===== config.mk =====
export PLATFORM = sky130hd
export DESIGN_NAME = lru_k_frame_replacer
export DESIGN_NICKNAME = d
export VERILOG_FILES = /design/src/rtl/lkr_pkg.sv /design/src/rtl/lru_k_frame_replacer.sv /design/src/rtl/lkr_ram.sv
export VERILOG_INCLUDE_DIRS = /design/src /design/src/rtl
export SDC_FILE = /design/constraint.sdc
export NUM_CORES = 2
export LEC_CHECK = 0
export BUFFER_PORTS_ARGS = -buffer_cell sky130_fd_sc_hd__buf_2
export CAP_MARGIN = 20
export CORE_ASPECT_RATIO = 2
export CORE_MARGIN = 10
export CORE_UTILIZATION = 45
export CTS_CLUSTER_DIAMETER = 80
export DETAILED_ROUTE_END_ITERATION = 10
export MAX_ROUTING_LAYER = met4
export PLACE_DENSITY_LB_ADDON = 0.3
export SYNTH_ARGS = -nofsm -noshare
export SYNTH_HDL_FRONTEND = slang
export SYNTH_SLANG_ARGS = --single-unit

===== constraint.sdc =====
create_clock -name clk -period 11.15 [get_ports clk]
set_input_delay 1.115 -clock clk [delete_from_list [all_inputs] [get_ports clk]]
set_output_delay 1.115 -clock clk [all_outputs]
set_load 0.05 [all_outputs]

===== src/rtl/assert_macros.svh =====
// assertion macros for the rtl files; only lru_k_frame_replacer includes them
// no dependencies; the enclosing module must have clk and rst_n
`ifndef ASSERT_MACROS_SVH
`define ASSERT_MACROS_SVH

`ifndef SYNTHESIS
// property must hold at every rising clock edge outside reset
`define ASSERT_PROP(lbl, prop, msg) \
  lbl: assert property (@(posedge clk) disable iff (!rst_n) prop) else $error(msg);
// expression must never be true outside reset
`define ASSERT_NEVER(lbl, expr, msg) \
  lbl: assert property (@(posedge clk) disable iff (!rst_n) !(expr)) else $error(msg);
`else
`define ASSERT_PROP(lbl, prop, msg)
`define ASSERT_NEVER(lbl, expr, msg)
`endif

`endif


===== src/rtl/lkr_pkg.sv =====
// shared types, codes and sizes of the lru-k frame replacer
// no dependencies
package lkr_pkg;

  localparam int FRAME_COUNT = 64;
  localparam int FRAME_W     = $clog2(FRAME_COUNT);
  localparam int ID_W        = 8;
  localparam int CNT_W       = 4;
  localparam int STAMP_W     = 32;
  localparam int TOTAL_W     = 7;
  localparam int VFRAME_W    = 6;
  localparam int K_MIN       = 2;
  localparam int K_RESET     = 2;
  localparam int CNT_MAX     = 15;

  // operation codes
  localparam logic [1:0] OP_RECORD = 2'd0;
  localparam logic [1:0] OP_SET_EV = 2'd1;
  localparam logic [1:0] OP_REMOVE = 2'd2;
  localparam logic [1:0] OP_EVICT  = 2'd3;

  // status codes
  localparam logic [1:0] STS_OK        = 2'd0;
  localparam logic [1:0] STS_NO_VICTIM = 2'd1;
  localparam logic [1:0] STS_INVALID   = 2'd2;
  localparam logic [1:0] STS_PINNED    = 2'd3;

  typedef struct packed {
    logic [1:0]      operation;
    logic [ID_W-1:0] frame_sel;
    logic            evictable_flag;
  } req_t;

  typedef struct packed {
    logic [1:0]          status;
    logic                victim_valid;
    logic [VFRAME_W-1:0] victim_frame;
    logic [TOTAL_W-1:0]  evictable_count;
  } rsp_t;

  // one frame's entry in the stamp memory
  typedef struct packed {
    logic [CNT_W-1:0]   count;
    logic [STAMP_W-1:0] stamp;
  } entry_t;

endpackage


===== src/rtl/lru_k_frame_replacer.sv =====
// top level of the lru-k frame replacer: sequencer, frame flags, victim scan
// depends on lkr_pkg, lkr_ram and assert_macros.svh
//
// Usage:
//   A request on in_req is taken at a rising edge with start high and busy low.
//   Each request gives one result on out_rsp, shown for one cycle with
//   out_valid high; the receiver cannot stall it and must take it then.
//   The history_k register is written over cfg_data when cfg_valid and
//   cfg_ready are high; cfg_ready is low while a request is in work.
// Result paths through the sequencer states:
//   mark updates, removes, out-of-range frames, access to a new frame: from ST_IDLE
//   access to a tracked frame: via ST_UPD (read-modify-write of the stamp ram)
//   evict, or access to a new frame with all frames evictable:
//     through ST_SCAN and then ST_FIN; the scan reads one frame entry
//     per cycle from the single read port of the stamp ram and runs it
//     through one shared stamp comparator
// Throughput: a new request may start in the cycle its result is shown.
// Reset: clears all tracked and evictable marks, the order clock and the
//   evictable total, and sets history_k to 2; the stamp ram is not cleared
//   and needs no clearing pass.
`include "assert_macros.svh"

module lru_k_frame_replacer (
  input  logic                          clk,
  input  logic                          rst_n,
  input  logic                          start,
  output logic                          busy,
  input  lkr_pkg::req_t                 in_req,
  output logic                          out_valid,
  output lkr_pkg::rsp_t                 out_rsp,
  input  logic                          cfg_valid,
  output logic                          cfg_ready,
  input  logic [lkr_pkg::CNT_W-1:0]     cfg_data
);

  typedef enum logic [3:0] {
    ST_IDLE = 4'b0001,
    ST_UPD  = 4'b0010,
    ST_SCAN = 4'b0100,
    ST_FIN  = 4'b1000
  } state_t;

  state_t state_r, state_nxt;
  lkr_pkg::req_t req_r, req_nxt;
  lkr_pkg::rsp_t rsp_r, rsp_nxt;
  logic out_valid_r, out_valid_nxt;
  logic [lkr_pkg::CNT_W-1:0] history_k_r;
  logic [lkr_pkg::FRAME_COUNT-1:0] tracked_r, tracked_nxt;
  logic [lkr_pkg::FRAME_COUNT-1:0] evict_r, evict_nxt;
  logic [lkr_pkg::STAMP_W-1:0] clock_r, clock_nxt;
  logic [lkr_pkg::TOTAL_W-1:0] total_r, total_nxt;
  logic [lkr_pkg::FRAME_W:0] scan_cnt_r, scan_cnt_nxt;
  logic hist_vld_r, hist_vld_nxt, cache_vld_r, cache_vld_nxt;
  logic [lkr_pkg::FRAME_W-1:0] hist_idx_r, hist_idx_nxt, cache_idx_r, cache_idx_nxt;
  logic [lkr_pkg::STAMP_W-1:0] hist_stamp_r, hist_stamp_nxt;
  logic [lkr_pkg::STAMP_W-1:0] cache_stamp_r, cache_stamp_nxt;

  // stamp ram ports
  logic ram_we;
  logic [lkr_pkg::FRAME_W-1:0] ram_waddr, ram_raddr;
  lkr_pkg::entry_t ram_wentry, ram_rentry;
  logic [$bits(lkr_pkg::entry_t)-1:0] ram_wdata, ram_rdata;

  // helper values
  logic [lkr_pkg::CNT_W-1:0] k_eff;
  logic [lkr_pkg::STAMP_W-1:0] clock_inc;
  logic [lkr_pkg::FRAME_W-1:0] in_fidx, req_fidx;
  logic in_range;
  logic [lkr_pkg::FRAME_W:0] scan_prev;
  logic [lkr_pkg::FRAME_W-1:0] scan_idx;
  logic scan_done;
  logic scan_cand, in_cache, best_vld, take;
  logic [lkr_pkg::STAMP_W-1:0] best_stamp;
  logic vic_vld;
  logic [lkr_pkg::FRAME_W-1:0] vic_idx;
  logic [lkr_pkg::CNT_W-1:0] cnt_new;

  lkr_ram #(
    .WIDTH ($bits(lkr_pkg::entry_t)),
    .DEPTH (lkr_pkg::FRAME_COUNT)
  ) u_stamp_ram (
    .clk   (clk),
    .we    (ram_we),
    .waddr (ram_waddr),
    .wdata (ram_wdata),
    .raddr (ram_raddr),
    .rdata (ram_rdata)
  );

  assign ram_wdata  = ram_wentry;
  assign ram_rentry = ram_rdata;

  // effective k, never below two
  assign k_eff = (history_k_r < lkr_pkg::CNT_W'(lkr_pkg::K_MIN)) ?
                 lkr_pkg::CNT_W'(lkr_pkg::K_MIN) : history_k_r;
  assign clock_inc = clock_r + lkr_pkg::STAMP_W'(1);
  assign in_fidx   = in_req.frame_sel[lkr_pkg::FRAME_W-1:0];
  assign req_fidx  = req_r.frame_sel[lkr_pkg::FRAME_W-1:0];
  assign in_range  = {1'b0, in_req.frame_sel} < (lkr_pkg::ID_W+1)'(lkr_pkg::FRAME_COUNT);

  // shared scan comparator: entry read last cycle against its group's best
  assign scan_prev  = scan_cnt_r - 1'b1;
  assign scan_idx   = scan_prev[lkr_pkg::FRAME_W-1:0];
  assign scan_done  = (scan_cnt_r == (lkr_pkg::FRAME_W+1)'(lkr_pkg::FRAME_COUNT));
  assign scan_cand  = (scan_cnt_r != '0) && tracked_r[scan_idx] && evict_r[scan_idx];
  assign in_cache   = ram_rentry.count >= k_eff;
  assign best_vld   = in_cache ? cache_vld_r : hist_vld_r;
  assign best_stamp = in_cache ? cache_stamp_r : hist_stamp_r;
  assign take       = scan_cand && (!best_vld || (ram_rentry.stamp < best_stamp));

  // victim: oldest history frame first, else least recent cache frame
  assign vic_vld = hist_vld_r || cache_vld_r;
  assign vic_idx = hist_vld_r ? hist_idx_r : cache_idx_r;

  // saturating count for an access to a tracked frame
  assign cnt_new = (ram_rentry.count == lkr_pkg::CNT_W'(lkr_pkg::CNT_MAX)) ?
                   ram_rentry.count : ram_rentry.count + 1'b1;

  // sequencer
  always_comb begin
    state_nxt       = state_r;
    req_nxt         = req_r;
    rsp_nxt         = rsp_r;
    out_valid_nxt   = 1'b0;
    tracked_nxt     = tracked_r;
    evict_nxt       = evict_r;
    clock_nxt       = clock_r;
    total_nxt       = total_r;
    scan_cnt_nxt    = scan_cnt_r;
    hist_vld_nxt    = hist_vld_r;
    hist_idx_nxt    = hist_idx_r;
    hist_stamp_nxt  = hist_stamp_r;
    cache_vld_nxt   = cache_vld_r;
    cache_idx_nxt   = cache_idx_r;
    cache_stamp_nxt = cache_stamp_r;
    ram_we          = 1'b0;
    ram_waddr       = in_fidx;
    ram_wentry      = '0;
    ram_raddr       = (state_r == ST_SCAN) ? scan_cnt_r[lkr_pkg::FRAME_W-1:0] : in_fidx;

    case (state_r)
      ST_IDLE: begin
        if (start) begin
          req_nxt = in_req;
          rsp_nxt = '0;
          if (in_req.operation == lkr_pkg::OP_EVICT) begin
            state_nxt     = ST_SCAN;
            scan_cnt_nxt  = '0;
            hist_vld_nxt  = 1'b0;
            cache_vld_nxt = 1'b0;
          end else if (!in_range) begin
            rsp_nxt.status = lkr_pkg::STS_INVALID;
            out_valid_nxt  = 1'b1;
          end else begin
            case (in_req.operation)
              lkr_pkg::OP_RECORD: begin
                if (tracked_r[in_fidx]) begin
                  state_nxt = ST_UPD;
                end else if (total_r == lkr_pkg::TOTAL_W'(lkr_pkg::FRAME_COUNT)) begin
                  state_nxt     = ST_SCAN;
                  scan_cnt_nxt  = '0;
                  hist_vld_nxt  = 1'b0;
                  cache_vld_nxt = 1'b0;
                end else begin
                  // first access to a new frame
                  clock_nxt              = clock_inc;
                  tracked_nxt[in_fidx]   = 1'b1;
                  evict_nxt[in_fidx]     = 1'b0;
                  ram_we                 = 1'b1;
                  ram_waddr              = in_fidx;
                  ram_wentry.count       = lkr_pkg::CNT_W'(1);
                  ram_wentry.stamp       = clock_inc;
                  out_valid_nxt          = 1'b1;
                end
              end
              lkr_pkg::OP_SET_EV: begin
                if (tracked_r[in_fidx]) begin
                  if (!evict_r[in_fidx] && in_req.evictable_flag) begin
                    total_nxt = total_r + 1'b1;
                  end else if (evict_r[in_fidx] && !in_req.evictable_flag &&
                               (total_r != '0)) begin
                    total_nxt = total_r - 1'b1;
                  end
                  evict_nxt[in_fidx] = in_req.evictable_flag;
                end
                out_valid_nxt = 1'b1;
              end
              lkr_pkg::OP_REMOVE: begin
                if (tracked_r[in_fidx]) begin
                  if (!evict_r[in_fidx]) begin
                    rsp_nxt.status = lkr_pkg::STS_PINNED;
                  end else begin
                    if (total_r != '0) begin
                      total_nxt = total_r - 1'b1;
                    end
                    tracked_nxt[in_fidx] = 1'b0;
                    evict_nxt[in_fidx]   = 1'b0;
                  end
                end
                out_valid_nxt = 1'b1;
              end
              default: begin
                out_valid_nxt = 1'b1;
              end
            endcase
          end
        end
      end

      ST_UPD: begin
        // read-modify-write of a tracked frame's count and stamp
        clock_nxt        = clock_inc;
        ram_we           = 1'b1;
        ram_waddr        = req_fidx;
        ram_wentry.count = cnt_new;
        ram_wentry.stamp = (cnt_new >= k_eff) ? clock_inc : ram_rentry.stamp;
        out_valid_nxt    = 1'b1;
        state_nxt        = ST_IDLE;
      end

      ST_SCAN: begin
        if (take) begin
          if (in_cache) begin
            cache_vld_nxt   = 1'b1;
            cache_idx_nxt   = scan_idx;
            cache_stamp_nxt = ram_rentry.stamp;
          end else begin
            hist_vld_nxt    = 1'b1;
            hist_idx_nxt    = scan_idx;
            hist_stamp_nxt  = ram_rentry.stamp;
          end
        end
        scan_cnt_nxt = scan_cnt_r + 1'b1;
        if (scan_done) begin
          state_nxt = ST_FIN;
        end
      end

      ST_FIN: begin
        out_valid_nxt = 1'b1;
        state_nxt     = ST_IDLE;
        if (!vic_vld) begin
          rsp_nxt.status = lkr_pkg::STS_NO_VICTIM;
        end else begin
          // drop the victim
          if (evict_r[vic_idx] && (total_r != '0)) begin
            total_nxt = total_r - 1'b1;
          end
          tracked_nxt[vic_idx]  = 1'b0;
          evict_nxt[vic_idx]    = 1'b0;
          rsp_nxt.victim_valid  = 1'b1;
          rsp_nxt.victim_frame  = lkr_pkg::VFRAME_W'(vic_idx);
          // access to a new frame that waited for room
          if (req_r.operation == lkr_pkg::OP_RECORD) begin
            clock_nxt             = clock_inc;
            tracked_nxt[req_fidx] = 1'b1;
            evict_nxt[req_fidx]   = 1'b0;
            ram_we                = 1'b1;
            ram_waddr             = req_fidx;
            ram_wentry.count      = lkr_pkg::CNT_W'(1);
            ram_wentry.stamp      = clock_inc;
          end
        end
      end

      default: begin
        state_nxt = ST_IDLE;
      end
    endcase

    rsp_nxt.evictable_count = out_valid_nxt ? total_nxt : rsp_r.evictable_count;
  end

  // control registers
  always_ff @(posedge clk) begin
    if (!rst_n) begin
      state_r     <= ST_IDLE;
      out_valid_r <= 1'b0;
      tracked_r   <= '0;
      evict_r     <= '0;
      clock_r     <= '0;
      total_r     <= '0;
      history_k_r <= lkr_pkg::CNT_W'(lkr_pkg::K_RESET);
      scan_cnt_r  <= '0;
      hist_vld_r  <= 1'b0;
      cache_vld_r <= 1'b0;
    end else begin
      state_r     <= state_nxt;
      out_valid_r <= out_valid_nxt;
      tracked_r   <= tracked_nxt;
      evict_r     <= evict_nxt;
      clock_r     <= clock_nxt;
      total_r     <= total_nxt;
      scan_cnt_r  <= scan_cnt_nxt;
      hist_vld_r  <= hist_vld_nxt;
      cache_vld_r <= cache_vld_nxt;
      if (cfg_valid && cfg_ready) begin
        history_k_r <= cfg_data;
      end
    end
  end

  // payload registers
  always_ff @(posedge clk) begin
    req_r         <= req_nxt;
    rsp_r         <= rsp_nxt;
    hist_idx_r    <= hist_idx_nxt;
    hist_stamp_r  <= hist_stamp_nxt;
    cache_idx_r   <= cache_idx_nxt;
    cache_stamp_r <= cache_stamp_nxt;
  end

  assign busy      = (state_r != ST_IDLE);
  assign cfg_ready = !busy;
  assign out_valid = out_valid_r;
  assign out_rsp   = rsp_r;

  // checks
  `ASSERT_PROP(a_total_matches, ($countones(evict_r) == int'(total_r)), "evictable total mismatch")
  `ASSERT_NEVER(a_evict_untracked, (|(evict_r & ~tracked_r)), "evictable frame not tracked")
  `ASSERT_PROP(a_result_cause, (out_valid_r |-> $past(start || busy)), "result without a request")
  `ASSERT_PROP(a_scan_end, ((state_r == ST_SCAN) && scan_done |=> (state_r == ST_FIN)), "scan did not finish")

endmodule


===== src/rtl/lkr_ram.sv =====
// generic single-write, single-read ram with registered read data
// no dependencies
module lkr_ram #(
  parameter int WIDTH = 8,
  parameter int DEPTH = 16
) (
  input  logic                     clk,
  input  logic                     we,
  input  logic [$clog2(DEPTH)-1:0] waddr,
  input  logic [WIDTH-1:0]         wdata,
  input  logic [$clog2(DEPTH)-1:0] raddr,
  output logic [WIDTH-1:0]         rdata
);

  logic [WIDTH-1:0] mem [DEPTH];

  // write port and registered read port
  always_ff @(posedge clk) begin
    if (we) begin
      mem[waddr] <= wdata;
    end
    rdata <= mem[raddr];
  end

endmodule


# Yosys cells after proc, flatten, opt, wreduce, memory -nomap -nowiden

Memories as Yosys holds them, arrays and structs flattened. A register that Yosys moved wholly into a read port is not among the register bits.
Cells that the tools add are included.

Add/subtract/negate cells: 6
Magnitude comparators: 12
Equality and inequality tests: 36
Muxes and demuxes: 133
Bitwise operators: 11
Reduce and logical (&&, ||, !) cells: 37

Operators by type and width:

| cell                                                        | number |
|---|---|
| two-way mux 64 bit                                          | 19 |
| case mux 64 bit (2 select lines)                            | 3 |
| AND 64 bit                                                  | 5 |
| two-way mux 32 bit                                          | 10 |
| two-way mux 33 bit                                          | 7 |
| NOT 64 bit                                                  | 3 |
| case mux 64 bit (3 select lines)                            | 1 |
| bitwise OR 64 bit                                           | 2 |
| two-way mux 7 bit                                           | 18 |
| case mux 36 bit (3 select lines)                            | 1 |
| case mux 32 bit (3 select lines)                            | 1 |
| bitwise mux 64 bit                                          | 1 |
| case mux 7 bit (2 select lines)                             | 3 |
| two-way mux 36 bit                                          | 1 |
| two-way mux 4 bit                                           | 9 |
| two-way mux 1 bit                                           | 33 |
| adder 32 x 1 -> 32 bit (second input constant)              | 1 |
| less-than comparator 32 bit                                 | 1 |
| binary-select mux 1 bit (select 6 bit)                      | 5 |
| less-than comparator 6 x 7 -> 1 bit (second input constant) | 4 |
| two-way mux 6 bit                                           | 4 |
| != test 2 bit (second input constant)                       | 12 |
| != test 3 bit (second input constant)                       | 8 |
| demux 1 bit (select 6 bit)                                  | 3 |
| other kinds (44)                                            | 80 |

Register bits after elaboration: 285
Bits in writable memories: 2304
Output and inout port bits: 19
Memories: 1

Memories:

| name            | depth | bits a word | read ports | clocked after memory_dff | wr ports | line          | text |
|---|---|---|---|---|---|---|---|
| u_stamp_ram.mem | 64    | 36          | 1          | 1                        | 1        | lkr_ram.sv:15 | `logic [WIDTH-1:0] mem [DEPTH];` |

# Depth between registers and ports, before layout

Depth after elaboration: 13
Mapped depth: 19

# Hierarchy

A second synthesis with hierarchy kept.

Cell total of the unflattened synthesis: 6457
Area, all modules: 109411.2 µm²

By module, submodules not included:

| module               | instances | cells each | area each (µm²) | seq. area each (µm²) |
|---|---|---|---|---|
| lkr_ram              | 1         | 3823       | 88082.0         | 69907.0 |
| lru_k_frame_replacer | 1         | 2634       | 21329.2         | 6706.4 |

# Least setup slack after synthesis

Ideal clock, no wire load.

Kind: reg-to-reg
Start: register history_k_r[3] (netlist name)
End: register cache_idx_r[0] (netlist name) (enable)
Setup time: 503 ps
Data arrival time: 7462 ps
Required time: 10647 ps
Slack: 3185 ps
Cell stages (with the launch flop): 20
Buffers on the path: 2
Cell sequence: dfxtp_1 -> o31a_1 -> ha_1 -> nand2b_1 -> a21o_1 -> a21o_1 -> a21oi_1 -> clkbuf_1 -> buf_1 -> mux2i_1 -> ha_1 -> a21o_1 -> a21o_1 -> a21oi_1 -> o21ai_0 -> a21o_1 -> a21oi_1 -> o22ai_1 -> or4b_2 -> a311oi_1

Longest elaborated chain between the ends: 8

Ends and longest elaborated chain:

| element                                                        | line                                                     | text |
|---|---|---|
| start, declared                                                | lru_k_frame_replacer.sv:47                               | `logic [lkr_pkg::CNT_W-1:0] history_k_r;` |
| start signal, assigned                                         | lru_k_frame_replacer.sv:283                              | `history_k_r <= lkr_pkg::CNT_W'(lkr_pkg::K_RESET);` |
| start signal, assigned                                         | lru_k_frame_replacer.sv:298                              | `history_k_r <= cfg_data;` |
| less-than comparator 4 x 2 -> 1 bit                            | lru_k_frame_replacer.sv:94                               | `assign k_eff = (history_k_r < lkr_pkg::CNT_W'(lkr_pkg::K_MIN)) ?` |
| two-way mux 4 bit *                                            | lru_k_frame_replacer.sv:94                               |  |
| >= comparator 4 bit *                                          | lru_k_frame_replacer.sv:106                              | `assign in_cache = ram_rentry.count >= k_eff;` |
| two-way mux 32 bit or two-way mux 1 bit (tied branches)        | lru_k_frame_replacer.sv:108, lru_k_frame_replacer.sv:107 |  |
| less-than comparator 32 bit or zero test 1 bit (tied branches) | lru_k_frame_replacer.sv:109                              | `assign take = scan_cand && (!best_vld \|\| (ram_rentry.stamp < best_stamp));` |
| logical OR 1 bit                                               | lru_k_frame_replacer.sv:109                              |  |
| logical AND 1 bit                                              | lru_k_frame_replacer.sv:109                              |  |
| AND reduction 3 bit (no source line) *                         | -                                                        |  |
| end signal, assigned                                           | lru_k_frame_replacer.sv:309                              | `cache_idx_r <= cache_idx_nxt;` |
| end, declared                                                  | lru_k_frame_replacer.sv:54                               | `logic [lkr_pkg::FRAME_W-1:0] hist_idx_r, hist_idx_nxt, cache_idx_r, cache_idx_nxt;` |

Mark *: on every way between the ends. The rest lies on a longest branch, timed or not.
A chain may end at the register's enable or synchronous reset.

# Worst setup path after layout

Start: input in_req[1] (netlist name)
End: memory u_stamp_ram.mem[39][5] (netlist name) (enable)

Longest elaborated chain between the ends: 10

Ends and longest elaborated chain:

| element                                 | line                        | text |
|---|---|---|
| start, declared                         | lru_k_frame_replacer.sv:28  | `input lkr_pkg::req_t in_req,` |
| binary-select mux 1 bit (select 6 bit)  | lru_k_frame_replacer.sv:157 | `if (tracked_r[in_fidx]) begin` |
| two-way mux 1 bit (implied by the code) | lru_k_frame_replacer.sv:157 |  |
| two-way mux 1 bit                       | lru_k_frame_replacer.sv:157 |  |
| two-way mux 1 bit                       | lru_k_frame_replacer.sv:155 | `case (in_req.operation)` |
| two-way mux 1 bit                       | lru_k_frame_replacer.sv:151 | `end else if (!in_range) begin` |
| two-way mux 1 bit                       | lru_k_frame_replacer.sv:146 | `if (in_req.operation == lkr_pkg::OP_EVICT) begin` |
| two-way mux 1 bit                       | lru_k_frame_replacer.sv:143 | `if (start) begin` |
| case mux 1 bit (3 select lines)         | lru_k_frame_replacer.sv:141 | `case (state_r)` |
| two-way mux 1 bit                       | lkr_ram.sv:19               | `if (we) begin` |
| two-way mux 1 bit (implied by the code) | lkr_ram.sv:20               | `mem[waddr] <= wdata;` |
| end, declared                           | lkr_ram.sv:15               |  |

Parallel ways exist; a longest one is shown, timed or not. The select of a mux whose other input is x is not followed.

==> results.json <==
{
  "cts_tree": "built",
  "synth_edf_count": 2404,
  "synth_area_leaders": "edfxtp_1 (66%), mux4_2 (12%), dfxtp_1 (4.0%)",
  "grt_util_met1_pct": 27.9,
  "fin_util_pct": 50.8,
  "max_freq_mhz": 126,
  "slew_headroom_pct": -2.59,
  "power.density_mw_per_mm2": 166,
  "area_growth_pct": 12.2,
  "vias": 66000,
  "ir_drop_mv": 0.147,
  "worst_pin_slew_ns": 1.54,
  "ant_nets": 0,
  "finalPower_mw": 20.5,
  "required_ns": 11.67,
  "dieArea_mm2": 0.266,
  "drt_iter0_drc": 6798,
  "gp_congestion": 1.10,
  "dp_hpwl_mm": 235,
  "finalSetupTns_ns": 0,
  "grt_pass1_wl_mm": 519,
  "antenna_found_initial": 16,
  "critPathArrivalTime_ns": 8.46,
  "dp_slack_ns": 2.79,
  "post-route-min-period_ns": 7.95,
  "cpMostUsedCell": "buf_4",
  "status": "finished with violations",
  "cts.sinks": 2625,
  "post-route-period-util_pct": 71.3,
  "hold_path_class": "flop to flop",
  "grt_use_total_pct": 28.3,
  "die_w_um": 370,
  "nets": 6855,
  "synth-seq-area-share_pct": 69.6,
  "synthAdderAreaFrac_pct": 0.579,
  "synthSimpleGateAreaFrac_pct": 6.29,
  "insertion_delay_ns": 0.90,
  "clk_pin_slew_ns": 0.07,
  "wl_mm": 370,
  "yosysWarnings": 0,
  "p_int_mw": 15.7,
  "cts_max_level": 4,
  "hold_path.startpoint": "history_k_r[0]$_SDFFE_PN0P_",
  "holdBufCountCts": 0,
  "io_buffers": 37,
  "synthTopCellsByCount": "edfxtp_1 (2404), nand2_1 (644), mux4_2 (596), nor2_1 (337), clkbuf_1 (319)",
  "syn_area_per_cell_um2": 16.4,
  "grt_pass1_vias": 67600,
  "cts.path.max_buffers": 4,
  "skew_ns": 0.0476,
  "start_util_pct": 45.2,
  "max_stage_delay_ns": 1.11,
  "die_y_um": 720,
  "grt_util_met3_pct": 4.72,
  "grtUsageMet2_pct": 49.1,
  "drive_gt1_share_pct": 21.4,
  "synth.most_common_cell": "edfxtp_1",
  "tritoncts.num_buffers": 224,
  "synth-xor-area-share_pct": 0.596,
  "grt-ovfl-total": 0,
  "nFillCells": 19800,
  "setup_viol": 0,
  "synth_compound_gate_area_share_pct": 7.88,
  "leakage_nw": 36.9,
  "whs_endpoint": "history_k_r[0]$_SDFFE_PN0P_",
  "violations": "slew limit",
  "worst-path-buf-inv": 6,
  "syn_area_mm2": 0.110,
  "hold_depth": 2,
  "fin_hold_ws_ns": 0.467,
  "synth_mux_area_share_pct": 13.1,
  "syn_inst": 6723,
  "ys_seq_elements": 2625,
  "seq_power_share_pct": 52.4,
  "synth_top_cell_area_share_pct": 65.6,
  "clock-root-buffer": "clkbuf_16",
  "cp_slowest_cell": "nor2_4",
  "cts_resized": 0,
  "synth-main-ff-cell": "edfxtp_1",
  "firstDrtPassIters": 6,
  "rsz0062_at_grt": "no",
  "synth_top_family_by_area": "multiplexers",
  "wl_per_cell_um": 36.2,
  "drc_errors": 0,
  "worstRegToRegCells": 11,
  "yosysTopAreaCell": "edfxtp_1",
  "busiest_layer": "met2",
  "postCtsSetupBuffers": 0,
  "finalHoldViolCount": 0,
  "p_comb_share_pct": 7.7,
  "fin_ws_ns": 3.20,
  "synthArstFlopShare_pct": 0,
  "p_sw_mw": 4.83,
  "core_area_mm2": 0.243,
  "pwr-share-clk_pct": 39.9,
  "boundaryPins": 38,
  "maxCapViolCount": 0,
  "cp_cell_sequence": "buf_2, buf_4, inv_1, a2111oi_0, a21oi_1, o21ai_1, buf_4, or2_1, o211ai_1, buf_4, o21ai_0, nand2_1, nor2_4, buf_4",
  "grt_max_degree": 133,
  "cp-start-kind": "input pin",
  "crit_family": "buffers and inverters",
  "row_count": 256,
  "drv_slew": 3,
  "vias_per_cell": 6.46,
  "ys_types": 96,
  "rrSetupSlack_ns": 4.58,
  "crit_type": "input pin to flop",
  "syn-num-nets": 6793,
  "swShare_pct": 23.5,
  "r2r_end": "u_stamp_ram.mem[39][5]$_DFFE_PP_",
  "worstPathMaxFanout": 29,
  "endpoint_kind": "flop"
}
sequential cells by signal, indices dropped and copies added, names as in the netlist, 2 cells and up, named ones only:
| signal | flops |
|---|---|
| u_stamp_ram.rdata | 36 |
| total_r | 7 |
| history_k_r | 4 |
| hist_stamp_r | 32 |
| u_stamp_ram.mem | 2304 |
| cache_stamp_r | 32 |
| out_rsp | 16 |
| hist_idx_r | 6 |
| state_r | 4 |
| evict_r | 64 |
| clock_r | 32 |
| scan_cnt_r | 7 |
| req_fidx | 6 |
| cache_idx_r | 6 |
| req_r | 2 |
stage by stage:
stage                     area [um2]  std cells
after floorplan               110000       6723
after global placement        116000       9764
after detailed placement      116000       9777
after CTS                     123000      10200
after global routing          124000      10200
final                         124000      10200
worst reg2reg max path, cell delays in order, from the launching register on:
cell	delay, ns
dfxtp_1	0.52
a2111oi_0	0.54
a21oi_1	0.08
o21ai_1	0.75
buf_4	0.29
or2_1	0.45
o211ai_1	0.24
buf_4	0.30
o21ai_0	0.67
nand2_1	0.73
nor2_4	1.13
buf_4	0.49
cell type report:
| class | count | area (um2) | share of cell area, % |
|---|---|---|---|
| Clock buffer | 268 | 5920 | 4.79 |
| Inverter | 31 | 121 | 0.0982 |
| Tap cell | 3225 | 4040 | 3.27 |
| Timing Repair Buffer | 308 | 2530 | 2.05 |
| Clock inverter | 140 | 1640 | 1.33 |
| Antenna cell | 25 | 62.6 | 0.0506 |
| Sequential cell | 2625 | 76600 | 62.0 |
| Multi-Input combinational cell | 3595 | 32600 | 26.4 |
cell families (layout without fill, tap and decap cells):
kind of cell | count (synthesis) | in the layout
AOI/OAI and AO/OA | 1272 | 1272
buffers and inverters | 503 | 747
other | 0 | 25
DFF | 2625 | 2625
xor gates and xnor gates | 75 | 75
muxes | 688 | 688
and+or+nand+nor | 1509 | 1509
adders and majority gates | 51 | 51
power by group through the flow:
stage,clock (mW),combinational [mW],sequential (mW)
floorplan,0,0.946,10.9
CTS,8.33,1.55,10.8
global route,8.67,1.64,10.8
finish,8.21,1.58,10.8
detailed placement,0,1.55,11.0
global placement,0,1.54,11.0
how the worst max path moves through the flow:
stage	to	startpoint	cells past startpoint	slack [ns]
3_5_place_dp	u_stamp_ram.mem[43][5]$_DFFE_PP_	in_req[1]	14	2.79
3_3_place_gp	u_stamp_ram.mem[43][5]$_DFFE_PP_	in_req[1]	14	2.73
5_1_grt	u_stamp_ram.mem[37][21]$_DFFE_PP_	in_req[1]	14	3.13
6_report	u_stamp_ram.mem[39][5]$_DFFE_PP_	in_req[1]	14	3.20
4_1_cts	u_stamp_ram.mem[43][21]$_DFFE_PP_	in_req[1]	14	3.67
2_1_floorplan	cache_idx_r[0]$_DFFE_PP_	history_k_r[3]$_SDFFE_PN0P_	19	3.18
layout by cell type, fill, tap and decap left out, types with 33 or more instances in the layout:
| cell type | Yosys | layout |
|---|---|---|
| buf_2 | 92 | 38 |
| o211ai_1 | 33 | 33 |
| a211oi_1 | 223 | 222 |
| nor3_1 | 44 | 39 |
| ha_1 | 51 | 49 |
| nor2_1 | 337 | 252 |
| clkinv_2 | 0 | 44 |
| nand4_1 | 34 | 34 |
| clkbuf_16 | 0 | 227 |
| o31ai_1 | 36 | 35 |
| o21ai_0 | 190 | 180 |
| mux4_2 | 596 | 596 |
| a21oi_1 | 275 | 271 |
| nor2_4 | 0 | 71 |
| dfxtp_1 | 221 | 220 |
| xnor2_1 | 34 | 34 |
| and2_1 | 161 | 160 |
| buf_4 | 14 | 243 |
| clkinv_1 | 2 | 33 |
| mux2i_1 | 68 | 60 |
| a311oi_1 | 79 | 78 |
| xor2_1 | 41 | 41 |
| a31oi_1 | 168 | 166 |
| a221oi_1 | 35 | 35 |
| edfxtp_1 | 2404 | 2404 |
| nand2_1 | 644 | 641 |
| bufinv_16 | 0 | 33 |
| nand3_1 | 124 | 124 |
layer usage:
| metal | part of all wire, % | wire (um) | vias to the layer above |
|---|---|---|---|
| li1 | - | - | 27200 |
| met1 | 31 | 116000 | 34400 |
| met2 | 53 | 197000 | 3150 |
| met3 | 6.1 | 22500 | 1266 |
| met4 | 9.4 | 35000 | 0 |
| met5 | 0 | 0 | - |
Power figures use the tool's default switching activity.
